==> src/sv/lagms_pkg.sv <==
`timescale 1ns / 1ps
// ----------------------------------------------------------------------------
// lagms_pkg
// Shared types and constants of the link aggregation member select table.
// ----------------------------------------------------------------------------
package lagms_pkg;

  // Request codes on the input channel
  localparam logic [1:0] REQ_DIST = 2'd0;
  localparam logic [1:0] REQ_ADD  = 2'd1;
  localparam logic [1:0] REQ_DEL  = 2'd2;
  localparam logic [1:0] REQ_CLR  = 2'd3;

  // Result status codes
  localparam logic [2:0] ST_OK     = 3'd0;
  localparam logic [2:0] ST_EMPTY  = 3'd1;
  localparam logic [2:0] ST_DOWN   = 3'd2;
  localparam logic [2:0] ST_FULL   = 3'd3;
  localparam logic [2:0] ST_ABSENT = 3'd4;

  // Number of physical ports known to the table
  localparam int PORTS = 32;

  // Hash fold and remainder unit: 8 hash bits reduced per cycle
  localparam int HASH_W        = 32;
  localparam int FOLD_SHIFT    = 11;
  localparam int MOD_STEP_BITS = 8;
  localparam int MOD_STEPS     = HASH_W / MOD_STEP_BITS;
  localparam int MOD_STEP_W    = $clog2(MOD_STEPS);

  // Command queue between front and back
  localparam int QUEUE_DEPTH = 2;
  localparam int QUEUE_PTR_W = $clog2(QUEUE_DEPTH);

  // Classified command kinds
  typedef enum logic [2:0] {
    CMD_FIXED,  // group out of range: result known up front
    CMD_DIST,
    CMD_ADD,
    CMD_DEL,
    CMD_CLR,
    CMD_MISS    // add/delete of an unknown port
  } cmd_kind_t;

  typedef struct packed {
    cmd_kind_t          kind;
    logic [2:0]         fixed_status;
    logic [3:0]         group;
    logic [4:0]         port;
    logic [HASH_W-1:0]  hash;
  } cmd_t;

  // Back end sequencer states
  typedef enum logic [2:0] {
    BK_IDLE,
    BK_DECODE,
    BK_MOD,
    BK_PICK,
    BK_SCAN,
    BK_SHIFT,
    BK_DONE
  } bk_state_t;

endpackage

==> src/sv/lagms_if.sv <==
`timescale 1ns / 1ps
// ----------------------------------------------------------------------------
// lagms_in_if / lagms_out_if
// Valid/ready channels for request items and result items.
// ----------------------------------------------------------------------------
interface lagms_in_if;
  logic        valid;
  logic        ready;
  logic [1:0]  req_type;
  logic [3:0]  group_select;
  logic [4:0]  member_port;
  logic [31:0] dest_tail;
  logic [31:0] src_tail;

  modport source (
    output valid, req_type, group_select, member_port, dest_tail, src_tail,
    input  ready
  );
  modport sink (
    input  valid, req_type, group_select, member_port, dest_tail, src_tail,
    output ready
  );
endinterface

interface lagms_out_if;
  logic       valid;
  logic       ready;
  logic [2:0] status;
  logic [4:0] out_port;
  logic [2:0] member_total;

  modport source (
    output valid, status, out_port, member_total,
    input  ready
  );
  modport sink (
    input  valid, status, out_port, member_total,
    output ready
  );
endinterface

==> src/sv/lagms_front.sv <==
`timescale 1ns / 1ps
// ----------------------------------------------------------------------------
// lagms_front
// Accepts request items, checks ranges, folds the frame hash and pushes a
// classified command into the queue.
// ----------------------------------------------------------------------------
module lagms_front #(
  parameter int GROUPS = 16
) (
  lagms_in_if.sink          in_if,
  input  logic              q_full,
  output logic              q_push,
  output lagms_pkg::cmd_t   q_cmd
);

  logic                        grp_bad;
  logic                        port_bad;
  logic [lagms_pkg::HASH_W-1:0] mix;

  // Handshake: take an item whenever the queue has room
  assign in_if.ready = !q_full;
  assign q_push      = in_if.valid && !q_full;

  assign grp_bad  = 32'(in_if.group_select) >= 32'(GROUPS);
  assign port_bad = 32'(in_if.member_port) >= 32'(lagms_pkg::PORTS);
  assign mix      = in_if.dest_tail ^ in_if.src_tail;

  // Classification
  always_comb begin
    q_cmd.group        = in_if.group_select;
    q_cmd.port         = in_if.member_port;
    q_cmd.hash         = mix ^ (mix >> lagms_pkg::FOLD_SHIFT);
    q_cmd.fixed_status = lagms_pkg::ST_OK;
    q_cmd.kind         = lagms_pkg::CMD_FIXED;
    unique case (in_if.req_type)
      lagms_pkg::REQ_DIST: begin
        q_cmd.fixed_status = lagms_pkg::ST_EMPTY;
        q_cmd.kind         = lagms_pkg::CMD_DIST;
      end
      lagms_pkg::REQ_ADD: begin
        q_cmd.fixed_status = lagms_pkg::ST_FULL;
        q_cmd.kind = port_bad ? lagms_pkg::CMD_MISS : lagms_pkg::CMD_ADD;
      end
      lagms_pkg::REQ_DEL: begin
        q_cmd.fixed_status = lagms_pkg::ST_ABSENT;
        q_cmd.kind = port_bad ? lagms_pkg::CMD_MISS : lagms_pkg::CMD_DEL;
      end
      lagms_pkg::REQ_CLR: begin
        q_cmd.fixed_status = lagms_pkg::ST_OK;
        q_cmd.kind         = lagms_pkg::CMD_CLR;
      end
      default: begin
        q_cmd.kind = lagms_pkg::CMD_FIXED;
      end
    endcase
    // out-of-range group overrides everything
    if (grp_bad) begin
      q_cmd.kind = lagms_pkg::CMD_FIXED;
    end
  end

endmodule

==> src/sv/lagms_fifo.sv <==
`timescale 1ns / 1ps
// ----------------------------------------------------------------------------
// lagms_fifo
// Short command queue that lets front and back stall independently.
// ----------------------------------------------------------------------------
module lagms_fifo (
  input  logic             clk,
  input  logic             rst_n,
  input  logic             push,
  input  lagms_pkg::cmd_t  push_cmd,
  input  logic             pop,
  output lagms_pkg::cmd_t  head_cmd,
  output logic             full,
  output logic             empty
);

  localparam int PW = lagms_pkg::QUEUE_PTR_W;

  lagms_pkg::cmd_t q_r [lagms_pkg::QUEUE_DEPTH];
  logic [PW-1:0]   wr_ptr_r;
  logic [PW-1:0]   rd_ptr_r;
  logic [PW:0]     fill_r;
  logic [PW:0]     fill_nxt;

  assign full     = fill_r == (PW+1)'(lagms_pkg::QUEUE_DEPTH);
  assign empty    = fill_r == '0;
  assign head_cmd = q_r[rd_ptr_r];

  // Occupancy
  always_comb begin
    fill_nxt = fill_r;
    if (push && !pop) begin
      fill_nxt = fill_r + (PW+1)'(1);
    end else if (pop && !push) begin
      fill_nxt = fill_r - (PW+1)'(1);
    end
  end

  // Pointers
  always_ff @(posedge clk) begin
    if (!rst_n) begin
      wr_ptr_r <= '0;
      rd_ptr_r <= '0;
      fill_r   <= '0;
    end else begin
      fill_r <= fill_nxt;
      if (push) begin
        wr_ptr_r <= wr_ptr_r + PW'(1);
      end
      if (pop) begin
        rd_ptr_r <= rd_ptr_r + PW'(1);
      end
    end
  end

  // Storage
  always_ff @(posedge clk) begin
    if (push) begin
      q_r[wr_ptr_r] <= push_cmd;
    end
  end

endmodule

==> src/sv/lagms_back.sv <==
`timescale 1ns / 1ps
// ----------------------------------------------------------------------------
// lagms_back
// Executes commands: member table memory, per-group counts, remainder unit,
// delete scan/compaction and the result register.
// ----------------------------------------------------------------------------
module lagms_back #(
  parameter int GROUPS            = 16,
  parameter int MEMBERS_PER_GROUP = 6
) (
  input  logic             clk,
  input  logic             rst_n,
  input  logic             cfg_we,
  input  logic [31:0]      cfg_wdata,
  input  lagms_pkg::cmd_t  head_cmd,
  input  logic             q_empty,
  output logic             q_pop,
  lagms_out_if.source      out_if
);

  localparam int CW      = $clog2(MEMBERS_PER_GROUP + 1);
  localparam int GIW     = (GROUPS > 1) ? $clog2(GROUPS) : 1;
  localparam int ENTRIES = GROUPS * MEMBERS_PER_GROUP;
  localparam int AW      = (ENTRIES > 1) ? $clog2(ENTRIES) : 1;
  localparam int SB      = lagms_pkg::MOD_STEP_BITS;
  localparam int SW      = lagms_pkg::MOD_STEP_W;

  localparam logic [SW-1:0] STEP_LAST = SW'(lagms_pkg::MOD_STEPS - 1);

  // One remainder step per hash bit, eight bits per call
  function automatic logic [CW-1:0] mod_step8(input logic [CW-1:0] r_in,
                                               input logic [SB-1:0] bits,
                                               input logic [CW-1:0] div);
    logic [CW:0]   t;
    logic [CW-1:0] r;
    r = r_in;
    for (int i = SB - 1; i >= 0; i--) begin
      t = {r, bits[i]};
      if (t >= {1'b0, div}) begin
        t = t - {1'b0, div};
      end
      r = t[CW-1:0];
    end
    return r;
  endfunction

  function automatic logic [2:0] to_total(input logic [CW-1:0] c);
    logic [CW+2:0] e;
    e = {3'b000, c};
    return e[2:0];
  endfunction

  lagms_pkg::bk_state_t state_r, state_nxt;
  lagms_pkg::cmd_t      cmd_r;

  logic [31:0]   mask_r;
  logic [CW-1:0] count_r [GROUPS];
  logic [4:0]    mem [ENTRIES];
  logic [4:0]    rd_data_r;

  logic [CW-1:0] k_r, k_nxt;
  logic [CW-1:0] rem_r, rem_nxt;
  logic [lagms_pkg::HASH_W-1:0] hsh_r, hsh_nxt;
  logic [SW-1:0] step_r, step_nxt;

  logic [2:0] res_status_r, res_status_nxt;
  logic [4:0] res_port_r, res_port_nxt;
  logic [2:0] res_total_r, res_total_nxt;
  logic       res_load;

  logic       out_valid_r;
  logic [2:0] out_status_r;
  logic [4:0] out_port_r;
  logic [2:0] out_total_r;
  logic       res_slot_open;
  logic       take;

  logic [GIW+3:0] g_ext;
  logic [GIW-1:0] gidx;
  logic [CW-1:0]  cnt;
  logic [AW-1:0]  base;
  logic [CW:0]    k1;
  logic [CW:0]    k2;
  logic [CW-1:0]  rem_step;
  logic           hit;

  logic          mem_we;
  logic [AW-1:0] mem_wa;
  logic [4:0]    mem_wd;
  logic          mem_re;
  logic [AW-1:0] mem_ra;
  logic          cnt_we;
  logic [CW-1:0] cnt_wd;

  // Group addressing and current count
  assign g_ext    = {{GIW{1'b0}}, cmd_r.group};
  assign gidx     = g_ext[GIW-1:0];
  assign cnt      = count_r[gidx];
  assign base     = AW'(gidx) * AW'(MEMBERS_PER_GROUP);
  assign k1       = {1'b0, k_r} + (CW+1)'(1);
  assign k2       = {1'b0, k_r} + (CW+1)'(2);
  assign hit      = rd_data_r == cmd_r.port;
  assign rem_step = mod_step8(rem_r, hsh_r[lagms_pkg::HASH_W-1 -: SB], cnt);

  // Result register handshake and queue pop
  assign res_slot_open = !out_valid_r || out_if.ready;
  assign take          = !q_empty &&
                         ((state_r == lagms_pkg::BK_IDLE) ||
                          ((state_r == lagms_pkg::BK_DONE) && res_slot_open));
  assign q_pop         = take;

  assign out_if.valid        = out_valid_r;
  assign out_if.status       = out_status_r;
  assign out_if.out_port     = out_port_r;
  assign out_if.member_total = out_total_r;

  // Next state
  always_comb begin
    state_nxt = state_r;
    unique case (state_r)
      lagms_pkg::BK_IDLE: begin
        if (take) state_nxt = lagms_pkg::BK_DECODE;
      end
      lagms_pkg::BK_DECODE: begin
        unique case (cmd_r.kind)
          lagms_pkg::CMD_DIST: begin
            if (cnt == '0) state_nxt = lagms_pkg::BK_DONE;
            else if (cnt == CW'(1)) state_nxt = lagms_pkg::BK_PICK;
            else state_nxt = lagms_pkg::BK_MOD;
          end
          lagms_pkg::CMD_DEL: begin
            state_nxt = (cnt == '0) ? lagms_pkg::BK_DONE : lagms_pkg::BK_SCAN;
          end
          default: state_nxt = lagms_pkg::BK_DONE;
        endcase
      end
      lagms_pkg::BK_MOD: begin
        if (step_r == STEP_LAST) begin
          state_nxt = lagms_pkg::BK_PICK;
        end
      end
      lagms_pkg::BK_PICK: state_nxt = lagms_pkg::BK_DONE;
      lagms_pkg::BK_SCAN: begin
        if (k1 < {1'b0, cnt}) begin
          state_nxt = hit ? lagms_pkg::BK_SHIFT : lagms_pkg::BK_SCAN;
        end else begin
          state_nxt = lagms_pkg::BK_DONE;
        end
      end
      lagms_pkg::BK_SHIFT: begin
        if (!(k2 < {1'b0, cnt})) state_nxt = lagms_pkg::BK_DONE;
      end
      lagms_pkg::BK_DONE: begin
        if (res_slot_open) begin
          state_nxt = take ? lagms_pkg::BK_DECODE : lagms_pkg::BK_IDLE;
        end
      end
      default: state_nxt = lagms_pkg::BK_IDLE;
    endcase
  end

  // Datapath controls
  always_comb begin
    mem_we         = 1'b0;
    mem_wa         = base + AW'(k_r);
    mem_wd         = cmd_r.port;
    mem_re         = 1'b0;
    mem_ra         = base;
    cnt_we         = 1'b0;
    cnt_wd         = cnt;
    res_load       = 1'b0;
    res_status_nxt = lagms_pkg::ST_OK;
    res_port_nxt   = '0;
    res_total_nxt  = to_total(cnt);
    k_nxt          = k_r;
    rem_nxt        = rem_r;
    hsh_nxt        = hsh_r;
    step_nxt       = step_r;
    unique case (state_r)
      lagms_pkg::BK_DECODE: begin
        unique case (cmd_r.kind)
          lagms_pkg::CMD_FIXED: begin
            res_load       = 1'b1;
            res_status_nxt = cmd_r.fixed_status;
            res_total_nxt  = '0;
          end
          lagms_pkg::CMD_MISS: begin
            res_load       = 1'b1;
            res_status_nxt = lagms_pkg::ST_ABSENT;
          end
          lagms_pkg::CMD_CLR: begin
            cnt_we        = 1'b1;
            cnt_wd        = '0;
            res_load      = 1'b1;
            res_total_nxt = '0;
          end
          lagms_pkg::CMD_ADD: begin
            res_load = 1'b1;
            if (cnt >= CW'(MEMBERS_PER_GROUP)) begin
              res_status_nxt = lagms_pkg::ST_FULL;
            end else begin
              mem_we        = 1'b1;
              mem_wa        = base + AW'(cnt);
              cnt_we        = 1'b1;
              cnt_wd        = cnt + CW'(1);
              res_total_nxt = to_total(cnt + CW'(1));
            end
          end
          lagms_pkg::CMD_DIST: begin
            if (cnt == '0) begin
              res_load       = 1'b1;
              res_status_nxt = lagms_pkg::ST_EMPTY;
            end else if (cnt == CW'(1)) begin
              mem_re = 1'b1;
            end else begin
              rem_nxt  = '0;
              hsh_nxt  = cmd_r.hash;
              step_nxt = '0;
            end
          end
          lagms_pkg::CMD_DEL: begin
            if (cnt == '0) begin
              res_load       = 1'b1;
              res_status_nxt = lagms_pkg::ST_ABSENT;
            end else begin
              mem_re = 1'b1;
              k_nxt  = '0;
            end
          end
          default: begin
            res_load = 1'b0;
          end
        endcase
      end
      // hash remainder, most significant byte first
      lagms_pkg::BK_MOD: begin
        rem_nxt  = rem_step;
        hsh_nxt  = hsh_r << SB;
        step_nxt = step_r + SW'(1);
        mem_ra   = base + AW'(rem_step);
        if (step_r == STEP_LAST) begin
          mem_re = 1'b1;
        end
      end
      lagms_pkg::BK_PICK: begin
        res_load = 1'b1;
        if (mask_r[rd_data_r]) begin
          res_port_nxt = rd_data_r;
        end else begin
          res_status_nxt = lagms_pkg::ST_DOWN;
        end
      end
      // look for the first matching entry
      lagms_pkg::BK_SCAN: begin
        mem_ra = base + AW'(k1);
        if (k1 < {1'b0, cnt}) begin
          mem_re = 1'b1;
          if (!hit) k_nxt = k1[CW-1:0];
        end else if (hit) begin
          cnt_we        = 1'b1;
          cnt_wd        = cnt - CW'(1);
          res_load      = 1'b1;
          res_total_nxt = to_total(cnt - CW'(1));
        end else begin
          res_load       = 1'b1;
          res_status_nxt = lagms_pkg::ST_ABSENT;
        end
      end
      // move entry k+1 down to k
      lagms_pkg::BK_SHIFT: begin
        mem_we = 1'b1;
        mem_wd = rd_data_r;
        k_nxt  = k1[CW-1:0];
        mem_ra = base + AW'(k2);
        if (k2 < {1'b0, cnt}) begin
          mem_re = 1'b1;
        end else begin
          cnt_we        = 1'b1;
          cnt_wd        = cnt - CW'(1);
          res_load      = 1'b1;
          res_total_nxt = to_total(cnt - CW'(1));
        end
      end
      default: begin
        res_load = 1'b0;
      end
    endcase
  end

  // Control state
  always_ff @(posedge clk) begin
    if (!rst_n) begin
      state_r     <= lagms_pkg::BK_IDLE;
      out_valid_r <= 1'b0;
      mask_r      <= '0;
      for (int g = 0; g < GROUPS; g++) begin
        count_r[g] <= '0;
      end
    end else begin
      state_r <= state_nxt;
      if (cfg_we) begin
        mask_r <= cfg_wdata;
      end
      if (cnt_we) begin
        count_r[gidx] <= cnt_wd;
      end
      if ((state_r == lagms_pkg::BK_DONE) && res_slot_open) begin
        out_valid_r <= 1'b1;
      end else if (out_if.ready) begin
        out_valid_r <= 1'b0;
      end
    end
  end

  // Payload registers
  always_ff @(posedge clk) begin
    if (take) begin
      cmd_r <= head_cmd;
    end
    k_r    <= k_nxt;
    rem_r  <= rem_nxt;
    hsh_r  <= hsh_nxt;
    step_r <= step_nxt;
    if (res_load) begin
      res_status_r <= res_status_nxt;
      res_port_r   <= res_port_nxt;
      res_total_r  <= res_total_nxt;
    end
    if ((state_r == lagms_pkg::BK_DONE) && res_slot_open) begin
      out_status_r <= res_status_r;
      out_port_r   <= res_port_r;
      out_total_r  <= res_total_r;
    end
  end

  // Member table memory: one write port, one registered read port
  always_ff @(posedge clk) begin
    if (mem_we) begin
      mem[mem_wa] <= mem_wd;
    end
  end

  always_ff @(posedge clk) begin
    if (mem_re) begin
      rd_data_r <= mem[mem_ra];
    end
  end

endmodule

==> src/sv/lag_member_select_table_core.sv <==
`timescale 1ns / 1ps
// ----------------------------------------------------------------------------
// lag_member_select_table_core
// Link aggregation member lists with hash based egress port selection.
// ----------------------------------------------------------------------------
// From the queue head, add, clear and rejected items pass decode straight to
// the result register; distribute with one member reads its single entry and
// picks it, otherwise the remainder unit first reduces 8 hash bits a cycle;
// delete scans and shifts entries through the member table's single read port.
// The next item is taken once the last is done. Synchronous active-low reset
// clears counts, port mask, queue and result valid flag; table RAM is not reset.
// ----------------------------------------------------------------------------
module lag_member_select_table_core #(
  parameter int GROUPS            = 16,
  parameter int MEMBERS_PER_GROUP = 6
) (
  input  logic         clk,
  input  logic         rst_n,
  lagms_in_if.sink     in_if,
  lagms_out_if.source  out_if,
  input  logic         cfg_we,
  input  logic [31:0]  cfg_wdata
);

  lagms_pkg::cmd_t push_cmd;
  lagms_pkg::cmd_t head_cmd;
  logic            q_push;
  logic            q_pop;
  logic            q_full;
  logic            q_empty;

  lagms_front #(
    .GROUPS (GROUPS)
  ) u_front (
    .in_if  (in_if),
    .q_full (q_full),
    .q_push (q_push),
    .q_cmd  (push_cmd)
  );

  lagms_fifo u_fifo (
    .clk      (clk),
    .rst_n    (rst_n),
    .push     (q_push),
    .push_cmd (push_cmd),
    .pop      (q_pop),
    .head_cmd (head_cmd),
    .full     (q_full),
    .empty    (q_empty)
  );

  lagms_back #(
    .GROUPS            (GROUPS),
    .MEMBERS_PER_GROUP (MEMBERS_PER_GROUP)
  ) u_back (
    .clk       (clk),
    .rst_n     (rst_n),
    .cfg_we    (cfg_we),
    .cfg_wdata (cfg_wdata),
    .head_cmd  (head_cmd),
    .q_empty   (q_empty),
    .q_pop     (q_pop),
    .out_if    (out_if)
  );

endmodule
==> src/flat_wrapper.sv <==
// flat-port wrapper written by rule: the top's interface ports become plain ports
module lag_member_select_table_core_flat 
#(
  parameter int GROUPS            = 16,
  parameter int MEMBERS_PER_GROUP = 6
)
  (clk, rst_n, cfg_we, cfg_wdata, in_if_valid, in_if_req_type, in_if_group_select, in_if_member_port, in_if_dest_tail, in_if_src_tail, in_if_ready, out_if_valid, out_if_status, out_if_out_port, out_if_member_total, out_if_ready);
  lagms_in_if in_if_i ();
  lagms_out_if out_if_i ();
  input  logic clk;
  input  logic rst_n;
  input  logic cfg_we;
  input  logic [31:0] cfg_wdata;
  input wire logic [$bits(in_if_i.valid)-1:0] in_if_valid;
  input wire logic [$bits(in_if_i.req_type)-1:0] in_if_req_type;
  input wire logic [$bits(in_if_i.group_select)-1:0] in_if_group_select;
  input wire logic [$bits(in_if_i.member_port)-1:0] in_if_member_port;
  input wire logic [$bits(in_if_i.dest_tail)-1:0] in_if_dest_tail;
  input wire logic [$bits(in_if_i.src_tail)-1:0] in_if_src_tail;
  output wire logic [$bits(in_if_i.ready)-1:0] in_if_ready;
  output wire logic [$bits(out_if_i.valid)-1:0] out_if_valid;
  output wire logic [$bits(out_if_i.status)-1:0] out_if_status;
  output wire logic [$bits(out_if_i.out_port)-1:0] out_if_out_port;
  output wire logic [$bits(out_if_i.member_total)-1:0] out_if_member_total;
  input wire logic [$bits(out_if_i.ready)-1:0] out_if_ready;
  assign in_if_i.valid = in_if_valid;
  assign in_if_i.req_type = in_if_req_type;
  assign in_if_i.group_select = in_if_group_select;
  assign in_if_i.member_port = in_if_member_port;
  assign in_if_i.dest_tail = in_if_dest_tail;
  assign in_if_i.src_tail = in_if_src_tail;
  assign in_if_ready = in_if_i.ready;
  assign out_if_valid = out_if_i.valid;
  assign out_if_status = out_if_i.status;
  assign out_if_out_port = out_if_i.out_port;
  assign out_if_member_total = out_if_i.member_total;
  assign out_if_i.ready = out_if_ready;
  lag_member_select_table_core #(.GROUPS(GROUPS), .MEMBERS_PER_GROUP(MEMBERS_PER_GROUP)) u_core (.clk(clk), .rst_n(rst_n), .in_if(in_if_i), .out_if(out_if_i), .cfg_we(cfg_we), .cfg_wdata(cfg_wdata));
endmodule
==> config.mk <==
export PLATFORM = sky130hd
export DESIGN_NAME = lag_member_select_table_core_flat
export DESIGN_NICKNAME = d
export VERILOG_FILES = /design/src/sv/lagms_pkg.sv /design/src/sv/lagms_if.sv /design/src/sv/lagms_front.sv /design/src/sv/lagms_fifo.sv /design/src/sv/lagms_back.sv /design/src/sv/lag_member_select_table_core.sv /design/src/flat_wrapper.sv
export SDC_FILE = /design/constraint.sdc
export NUM_CORES = 1
export LEC_CHECK = 0
export BUFFER_PORTS_ARGS = -buffer_cell sky130_fd_sc_hd__buf_2
export CORE_UTILIZATION = 27
export DETAILED_ROUTE_END_ITERATION = 10
export HOLD_SLACK_MARGIN = 0.02
export PLACE_DENSITY_LB_ADDON = 0.2
export SLEW_MARGIN = 20
export SYNTH_ARGS = -nofsm -noshare
export SYNTH_HDL_FRONTEND = slang
export SYNTH_SLANG_ARGS = --single-unit
==> constraint.sdc <==
create_clock -name clk -period 16.8 [get_ports clk]
set_input_delay 0.84 -clock clk [delete_from_list [all_inputs] [get_ports clk]]
set_output_delay 0.84 -clock clk [all_outputs]
set_load 0.01 [all_outputs]
# [Word level (Yosys, flattened, before mapping)]
# Memory sizes are Yosys's and may differ from the RTL's. A register that Yosys moved wholly into a read port is not among the register bits.
# Cells that the tools add are included.
[word_totals] ff_bits=102 ramBits=622 mem_count=3
[memory_table] memory="u_core.u_back.mem" words=96 width=5 rd=1 rd_ports_with_merged_regs=1 wr=1 line="lagms_back.sv:58" text="logic [4:0] mem [ENTRIES];"
[memory_table] memory="u_core.u_fifo.q_r" words=2 width=47 rd=1 rd_ports_with_merged_regs=1 wr=1 line="lagms_fifo.sv:19" text="lagms_pkg::cmd_t q_r [lagms_pkg::QUEUE_DEPTH];"
[memory_table] memory="u_core.u_back.count_r" words=16 width=3 rd=1 rd_ports_with_merged_regs=0 wr=16 line="lagms_back.sv:57" text="logic [CW-1:0] count_r [GROUPS];"
[op_classes] n_addsub=22 multipliers=1 magnitude_cmp=12 eq_ne=28 mux=96 n_bitwise=2 reduce_logical=29
[op_table] operator="2-to-1 mux 32 bit" n=3
[op_table] operator="2-to-1 mux 3 bit" n=28
[op_table] operator="case mux 32 bit (2 select lines)" n=1
[op_table] operator="case mux 3 bit (3 select lines)" n=4
[op_table] operator="greater-or-equal comparator 4 x 3 -> 1 bit" n=8
[op_table] operator="bitwise XOR 32 x 21 -> 32 bit" n=1
[op_table] operator="bitwise XOR 32 bit" n=1
[op_table] operator="2-to-1 mux 1 bit" n=29
[op_table] operator="case mux 3 bit (2 select lines)" n=4
[op_table] operator="case mux 6 bit (4 select lines)" n=1
[op_table] operator="subtractor 3 bit" n=8
[op_table] operator="adder 7 x 3 -> 7 bit" n=3
[op_table] operator="2-to-1 mux 7 bit" n=3
[op_table] operator="case mux 3 bit (7 select lines)" n=1
[op_table] operator="case mux 7 bit (3 select lines)" n=1
[op_table] operator="2-to-1 mux 2 bit" n=9
[op_table] operator="inequality test 2 bit, second input constant" n=9
[op_table] operator="== test 3 bit, second input constant" n=5
[op_table] operator="case mux 3 bit (5 select lines)" n=1
[op_table] operator="adder 7 x 4 -> 7 bit" n=2
[op_table] operator="== test 3 x 2 -> 1 bit, second input constant" n=4
[op_table] operator="== test 3 x 1 -> 1 bit, second input constant" n=3
[op_table] operator="logical NOT 3 bit" n=3
[op_table] operator="== test 2 bit, second input constant" n=4
[op_table] operator="other kinds (33)" n=54

# [Depth between registers and ports, before layout]
# An unclocked memory read counts as a cell.
[logic_depth] ltp_word=19 ltp_mapped=78 depth_no_buf=76

# [Modules after synthesis]
# A second synthesis with hierarchy kept.
[hier_totals] cells_unflattened=2456 hier_area_um2=34445.5
[by_module_without_submodules] module="lagms_back" instances=1 cells_per_inst=2216 area_per_inst_um2=30216.5 seq_area_each_um2=20079.3
[by_module_without_submodules] module="lagms_fifo" instances=1 cells_per_inst=168 area_per_inst_um2=3617.2 seq_area_each_um2=2922.8
[by_module_without_submodules] module="lagms_front" instances=1 cells_per_inst=72 area_per_inst_um2=611.8 seq_area_each_um2=0.0

# [Least setup slack after synthesis]
# No wires, ideal clock.
[synth_timing] kind="register -> register" from="register, netlist name u_core.u_back.gidx[0]" to="register u_core.u_back.rd_data_r[0] (read register of u_core.u_back.mem), data pin" setup_time_ps=260 arrival_time_ps=14720 required_time_ps=16540 slack_ps=1821 stages_incl_launch_ff=75 period_less_slack_ps=14979 cell_sequence="edfxtp_1 -> buf_1 -> mux4_2 -> mux4_2 -> clkbuf_1 -> inv_2 -> ha_1 -> a211o_1 -> a31oi_1 -> mux2i_1 -> inv_1 -> ha_1 -> and3_1 -> or3_1 -> o21ba_2 -> mux2i_1 -> inv_1 -> fa_1 -> [39 not listed] -> a21oi_1 -> nand2_1 -> nand2_1 -> o21ai_1 -> o21ai_0 -> ha_1 -> inv_1 -> fa_1 -> nor2b_1 -> o21ai_0 -> o21ai_0 -> nor2_1 -> clkbuf_1 -> clkbuf_1 -> nand3_1 -> nand4_1 -> nand4_1 -> mux2_2"
[synth_via] elab_chain_len=19
[synth_lines] element="memory read (16 x 3 bit)"
[synth_lines] element="greater-or-equal comparator 4 x 3 -> 1 bit / subtractor 3 bit (equally long branches)" line="lagms_back.sv:39, lagms_back.sv:40"
[synth_lines] element="2-to-1 mux 3 bit" line="lagms_back.sv:39" text="if (t >= {1'b0, div}) begin"
[synth_lines] element="greater-or-equal comparator 4 x 3 -> 1 bit / subtractor 3 bit (equally long branches)" line="lagms_back.sv:39, lagms_back.sv:40"
[synth_lines] element="2-to-1 mux 3 bit" line="lagms_back.sv:39"
[synth_lines] element="greater-or-equal comparator 4 x 3 -> 1 bit / subtractor 3 bit (equally long branches)" line="lagms_back.sv:39, lagms_back.sv:40"
[synth_lines] element="2-to-1 mux 3 bit" line="lagms_back.sv:39"
[synth_lines] element="greater-or-equal comparator 4 x 3 -> 1 bit / subtractor 3 bit (equally long branches)" line="lagms_back.sv:39, lagms_back.sv:40"
[synth_lines] element="[3 not listed]"
[synth_lines] element="greater-or-equal comparator 4 x 3 -> 1 bit / subtractor 3 bit (equally long branches)" line="lagms_back.sv:39, lagms_back.sv:40"
[synth_lines] element="2-to-1 mux 3 bit" line="lagms_back.sv:39"
[synth_lines] element="greater-or-equal comparator 4 x 3 -> 1 bit / subtractor 3 bit (equally long branches)" line="lagms_back.sv:39, lagms_back.sv:40"
[synth_lines] element="2-to-1 mux 3 bit" line="lagms_back.sv:39"
[synth_lines] element="greater-or-equal comparator 4 x 3 -> 1 bit / subtractor 3 bit (equally long branches)" line="lagms_back.sv:39, lagms_back.sv:40"
[synth_lines] element="2-to-1 mux 3 bit" line="lagms_back.sv:39"
[synth_lines] element="adder 7 x 3 -> 7 bit" line="lagms_back.sv:240" text="mem_ra = base + AW'(rem_step);"
[synth_lines] element="case mux 7 bit (3 select lines)" line="lagms_back.sv:179" text="unique case (state_r)"
[synth_lines] element="end, declared" line="lagms_back.sv:59" text="logic [4:0] rd_data_r;"
# Several ways; a longest one is shown, not always the timed one.
# A chain may end at the register's enable or synchronous reset.

# [Worst setup path after layout]
[layout_timing] from="register, netlist name u_core.u_back.gidx[0]" to="register u_core.u_back.rd_data_r[3] (read register of u_core.u_back.mem), data pin"
[layout_via] elab_chain_len=19
[layout_lines] element="memory read (16 x 3 bit)"
[layout_lines] element="greater-or-equal comparator 4 x 3 -> 1 bit / subtractor 3 bit (equally long branches)" line="lagms_back.sv:39, lagms_back.sv:40"
[layout_lines] element="2-to-1 mux 3 bit" line="lagms_back.sv:39"
[layout_lines] element="greater-or-equal comparator 4 x 3 -> 1 bit / subtractor 3 bit (equally long branches)" line="lagms_back.sv:39, lagms_back.sv:40"
[layout_lines] element="2-to-1 mux 3 bit" line="lagms_back.sv:39"
[layout_lines] element="greater-or-equal comparator 4 x 3 -> 1 bit / subtractor 3 bit (equally long branches)" line="lagms_back.sv:39, lagms_back.sv:40"
[layout_lines] element="2-to-1 mux 3 bit" line="lagms_back.sv:39"
[layout_lines] element="greater-or-equal comparator 4 x 3 -> 1 bit / subtractor 3 bit (equally long branches)" line="lagms_back.sv:39, lagms_back.sv:40"
[layout_lines] element="[3 not listed]"
[layout_lines] element="greater-or-equal comparator 4 x 3 -> 1 bit / subtractor 3 bit (equally long branches)" line="lagms_back.sv:39, lagms_back.sv:40"
[layout_lines] element="2-to-1 mux 3 bit" line="lagms_back.sv:39"
[layout_lines] element="greater-or-equal comparator 4 x 3 -> 1 bit / subtractor 3 bit (equally long branches)" line="lagms_back.sv:39, lagms_back.sv:40"
[layout_lines] element="2-to-1 mux 3 bit" line="lagms_back.sv:39"
[layout_lines] element="greater-or-equal comparator 4 x 3 -> 1 bit / subtractor 3 bit (equally long branches)" line="lagms_back.sv:39, lagms_back.sv:40"
[layout_lines] element="2-to-1 mux 3 bit" line="lagms_back.sv:39"
[layout_lines] element="adder 7 x 3 -> 7 bit" line="lagms_back.sv:240"
[layout_lines] element="case mux 7 bit (3 select lines)" line="lagms_back.sv:179"
# Several ways; a longest one is shown, not always the timed one.

==> impl_metrics.csv <==
group,metric,value,unit
sta,final.min_clock_period,15.79,ns
cts,holdBufCountCts,0,
logic_synthesis,syn_area_per_cell,13.9,µm²
worst_hold_path,hp-start,"in_if_member_port[1]",
logic_synthesis,syn_nets,2588,
routing,firstDrtPassIters,5,
layout,drive_gt1_frac,0.161,
layout,fin_nets,2744,
global_route,grt_pass1_vias,20575,
placement,pre_cts_slack,0.150,ns
worst_setup_path,cp.required,17.21,ns
cts,clkSlewWorstSetupHoldPaths,0.06,ns
routing,ant_nets,0,
cts,clockBufferDepth,3,
layout,antenna_cells,0,
placement,globalplace.congestion,0.837,
worst_setup_path,r2r_start,"u_core.u_back.gidx[0]$_DFFE_PP_",
cts,insertion_delay,0.67,ns
worst_setup_path,worstSetupPathType,"flip-flop to flip-flop",
global_route,grt_pass1_wl,132,mm
cts,tritoncts,"built",
cts,cts_buffers,86,
floorplanning,ios,125,
placement,dp.cells,4106,
worst_setup_path,start_kind,"flip-flop",
flow_run,drv_cap,0,
cts,cts-root-buf,"clkbuf_16",
routing,wire_per_inst,20.7,µm
floorplanning,rows,129,
logic_synthesis,syn_inst,2407,
logic_synthesis,synthFlopType,"edfxtp_1",
floorplanning,die-height,355,µm
floorplanning,core-area,0.123,mm²
worst_setup_path,cp_max_fo,40,
sta,skew,0.0400,ns
floorplanning,dieArea,0.126,mm²
routing,routed_via_density,4.73,
logic_synthesis,ys_seq_area_frac,0.682,
sta,timing.final.crit_share,0.940,
worst_setup_path,critPathMostFrequentCell,"nand2_1",
worst_setup_path,endpoint_kind,"flip-flop",
worst_setup_path,cp.arrival,16.20,ns
sta,hold_viol,0,
global_route,grt_use_total,0.139,
layout,utilization,0.318,
routing,wl,88.4,mm
floorplanning,initial_core_util,0.272,
global_route,overflow,0,
logic_synthesis,yosys_warnings,0,
logic_synthesis,synth_area,0.0336,mm²
routing,drt_iter0_drc,1596,
worst_hold_path,hp-class,"input pin to flip-flop",
layout,area_growth,17.1,%
sta,drv_slew,0,
cts,clock-sinks,776,
routing,drc,0,
layout,final_cells,4272,
sta,setup_viol,0,
sta,setup_ws,1.01,ns
global_route,grt_max_degree,89,
logic_synthesis,synth_edf_count,736,
logic_synthesis,ys_seq_elements,776,
sta,max_freq,0.0633,GHz
worst_setup_path,critPathSlowestCell,"mux4_2",
floorplanning,die_w,355,µm
logic_synthesis,ys_types,70,
cts,htree_levels,3,
worst_setup_path,critPathMaxStageDelay,0.65,ns
outcome,status,"finished, final reports clean",
sta,worstMarginPinSlew,1.14,ns
global_route,antenna_found_initial,2,
placement,port_buffers,124,
logic_synthesis,async_reset_ff_frac,0,
placement,dp_hpwl,58.1,mm
worst_setup_path,startpoint,"u_core.u_back.gidx[0]$_DFFE_PP_",
sta,whs,0.368,ns
sta,slew_headroom,0.235,
routing,vias,20204,
[flip-flops by register name (all words and copies together) (netlist names)]
| signal | cells |
|---|---|
| u_core.u_back.gidx | 4 |
| u_core.u_back.mem | 480 |
| u_core.u_back.out_if.status | 3 |
| u_core.u_back.out_if.valid | 1 |
| u_core.u_back.cmd_r | 43 |
| u_core.u_back.count_r | 48 |
| u_core.u_back.mask_r | 32 |
| u_core.u_back.res_port_r | 5 |
| u_core.u_back.rd_data_r | 5 |
| u_core.u_fifo.wr_ptr_r | 1 |
| u_core.u_back.res_total_r | 3 |
| u_core.u_back.k_r | 3 |
| u_core.u_back.hsh_r | 32 |
| u_core.u_fifo.rd_ptr_r | 1 |
| u_core.u_back.out_if.member_total | 3 |
| u_core.u_fifo.q_r | 94 |
| u_core.u_back.state_r | 3 |
| u_core.u_fifo.fill_r | 2 |
| u_core.u_back.res_status_r | 3 |
| u_core.u_back.out_if.out_port | 5 |
| u_core.u_back.step_r | 2 |
| u_core.u_back.rem_r | 3 |
[layer usage]
metal | GRT usage | vias to the layer above | wire, µm
met1 | 0.191 | 10165 | 39400
met3 | 0.0252 | 130 | 5530
li1 | - | 9278 | -
met5 | 0 | - | 0
met2 | 0.226 | 631 | 41800
met4 | 0.0358 | 0 | 1690
[through the flow]
step	area [µm²]	TNS (ns)
after floorplan	33600	0
after global placement	36200	0
after detailed placement	36200	0
after CTS	39200	0
after global routing	39300	-0.00158
final	39300	0
[kinds of logic (layout without fill, tap and decap cells)]
kind of cell               count (synthesis)  count (layout)  synth area share
muxes                                    284             284            0.0965
DFF                                      776             776             0.682
and+or+nand+nor                          791             791            0.0987
AOI/OAI and AO/OA                        259             259            0.0531
xor gates and xnor gates                  80              80            0.0209
buffers and inverters                    148             376            0.0200
adders and majority gates                 69              69            0.0286
[repair_timing]
| item | CTS | global route |
|---|---|---|
| gates resized for setup | 0 | 15 |
| setup endpoints to repair | 0 | 5 |
| setup buffers | 0 | 5 |
[worst paths after layout]
check                                                to  slack [ns]  cells after the start
min reg2reg  u_core.u_back.out_if.out_port[0]$_DFFE_PP_        0.42                      0
max reg2reg        u_core.u_back.rd_data_r[3]$_DFFE_PP_        1.01                     74
max                u_core.u_back.rd_data_r[3]$_DFFE_PP_        1.01                     74
min                  u_core.u_fifo.q_r[0][33]$_DFFE_PP_        0.37                      1
[Yosys cell counts, drive strengths merged, types with 3 or more instances]
cell type | instances | area share
edfxtp | 736 | 0.66
nand2 | 362 | 0.040
nor2 | 255 | 0.029
mux2i | 194 | 0.058
nand3 | 73 | 0.011
clkbuf | 69 | 0.0077
mux2 | 65 | 0.022
o22ai | 58 | 0.011
ha | 56 | 0.021
a21oi | 47 | 0.0070
inv | 42 | 0.0047
xnor2 | 42 | 0.011
dfxtp | 40 | 0.024
xor2 | 38 | 0.0099
buf | 36 | 0.0075
a221oi | 27 | 0.0070
nand4 | 27 | 0.0050
a31oi | 26 | 0.0048
o21ai | 26 | 0.0039
mux4 | 25 | 0.017
and2 | 23 | 0.0044
fa | 13 | 0.0078
nand2b | 13 | 0.0024
a32oi | 11 | 0.0029
nor2b | 9 | 0.0017
a211oi | 8 | 0.0018
nor3 | 8 | 0.0012
or2 | 7 | 0.0013
o211ai | 6 | 0.0013
o21a | 6 | 0.0013
o31ai | 6 | 0.0013
a21o | 5 | 0.0011
a22oi | 5 | 0.0013
and3 | 5 | 0.00093
o2111ai | 5 | 0.0013
or3 | 4 | 0.00075
a21boi | 3 | 0.00067
o221ai | 3 | 0.0015
o31a | 3 | 0.00078
[critical path: cells and delay by family, from the launching register on]
| family | cells | cell delay, ns |
|---|---|---|
| adder cells (fa/ha/maj) | 10 | 3.17 |
| AND/OR/NAND/NOR | 20 | 2.22 |
| AO/OA/AOI/OAI | 29 | 6.26 |
| flip-flops | 1 | 0.38 |
| multiplexers | 6 | 2.38 |
| buffers and inverters | 9 | 1.11 |
[cell type report]
| class | instances | area [µm²] |
|---|---|---|
| inverter | 43 | 161 |
| fill | 12161 | 84200 |
| clock inverter | 53 | 726 |
| tap | 1637 | 2050 |
| multi-input combinational | 1483 | 10100 |
| timing repair buffer | 173 | 1110 |
| clock buffer | 107 | 2270 |
| sequential | 776 | 22900 |
[layout by cell type, fill, tap and decap left out, types with 16 or more instances in the layout]
cell,count
buf_2,124
ha_1,56
o21ai_0,18
xor2_1,38
clkbuf_16,86
mux2i_1,192
xnor2_1,41
clkinv_2,16
mux4_2,25
o22ai_1,57
a31oi_1,26
mux2_2,59
inv_1,41
a21oi_1,44
nand2_1,361
nand4_1,27
nor2_1,248
clkbuf_1,17
and2_1,22
nand3_1,73
a221oi_1,27
dfxtp_1,39
buf_4,37
edfxtp_1,736
Power is not shown: default switching activity piles up to over one toggle a cycle in this logic, so the estimate is an artifact.
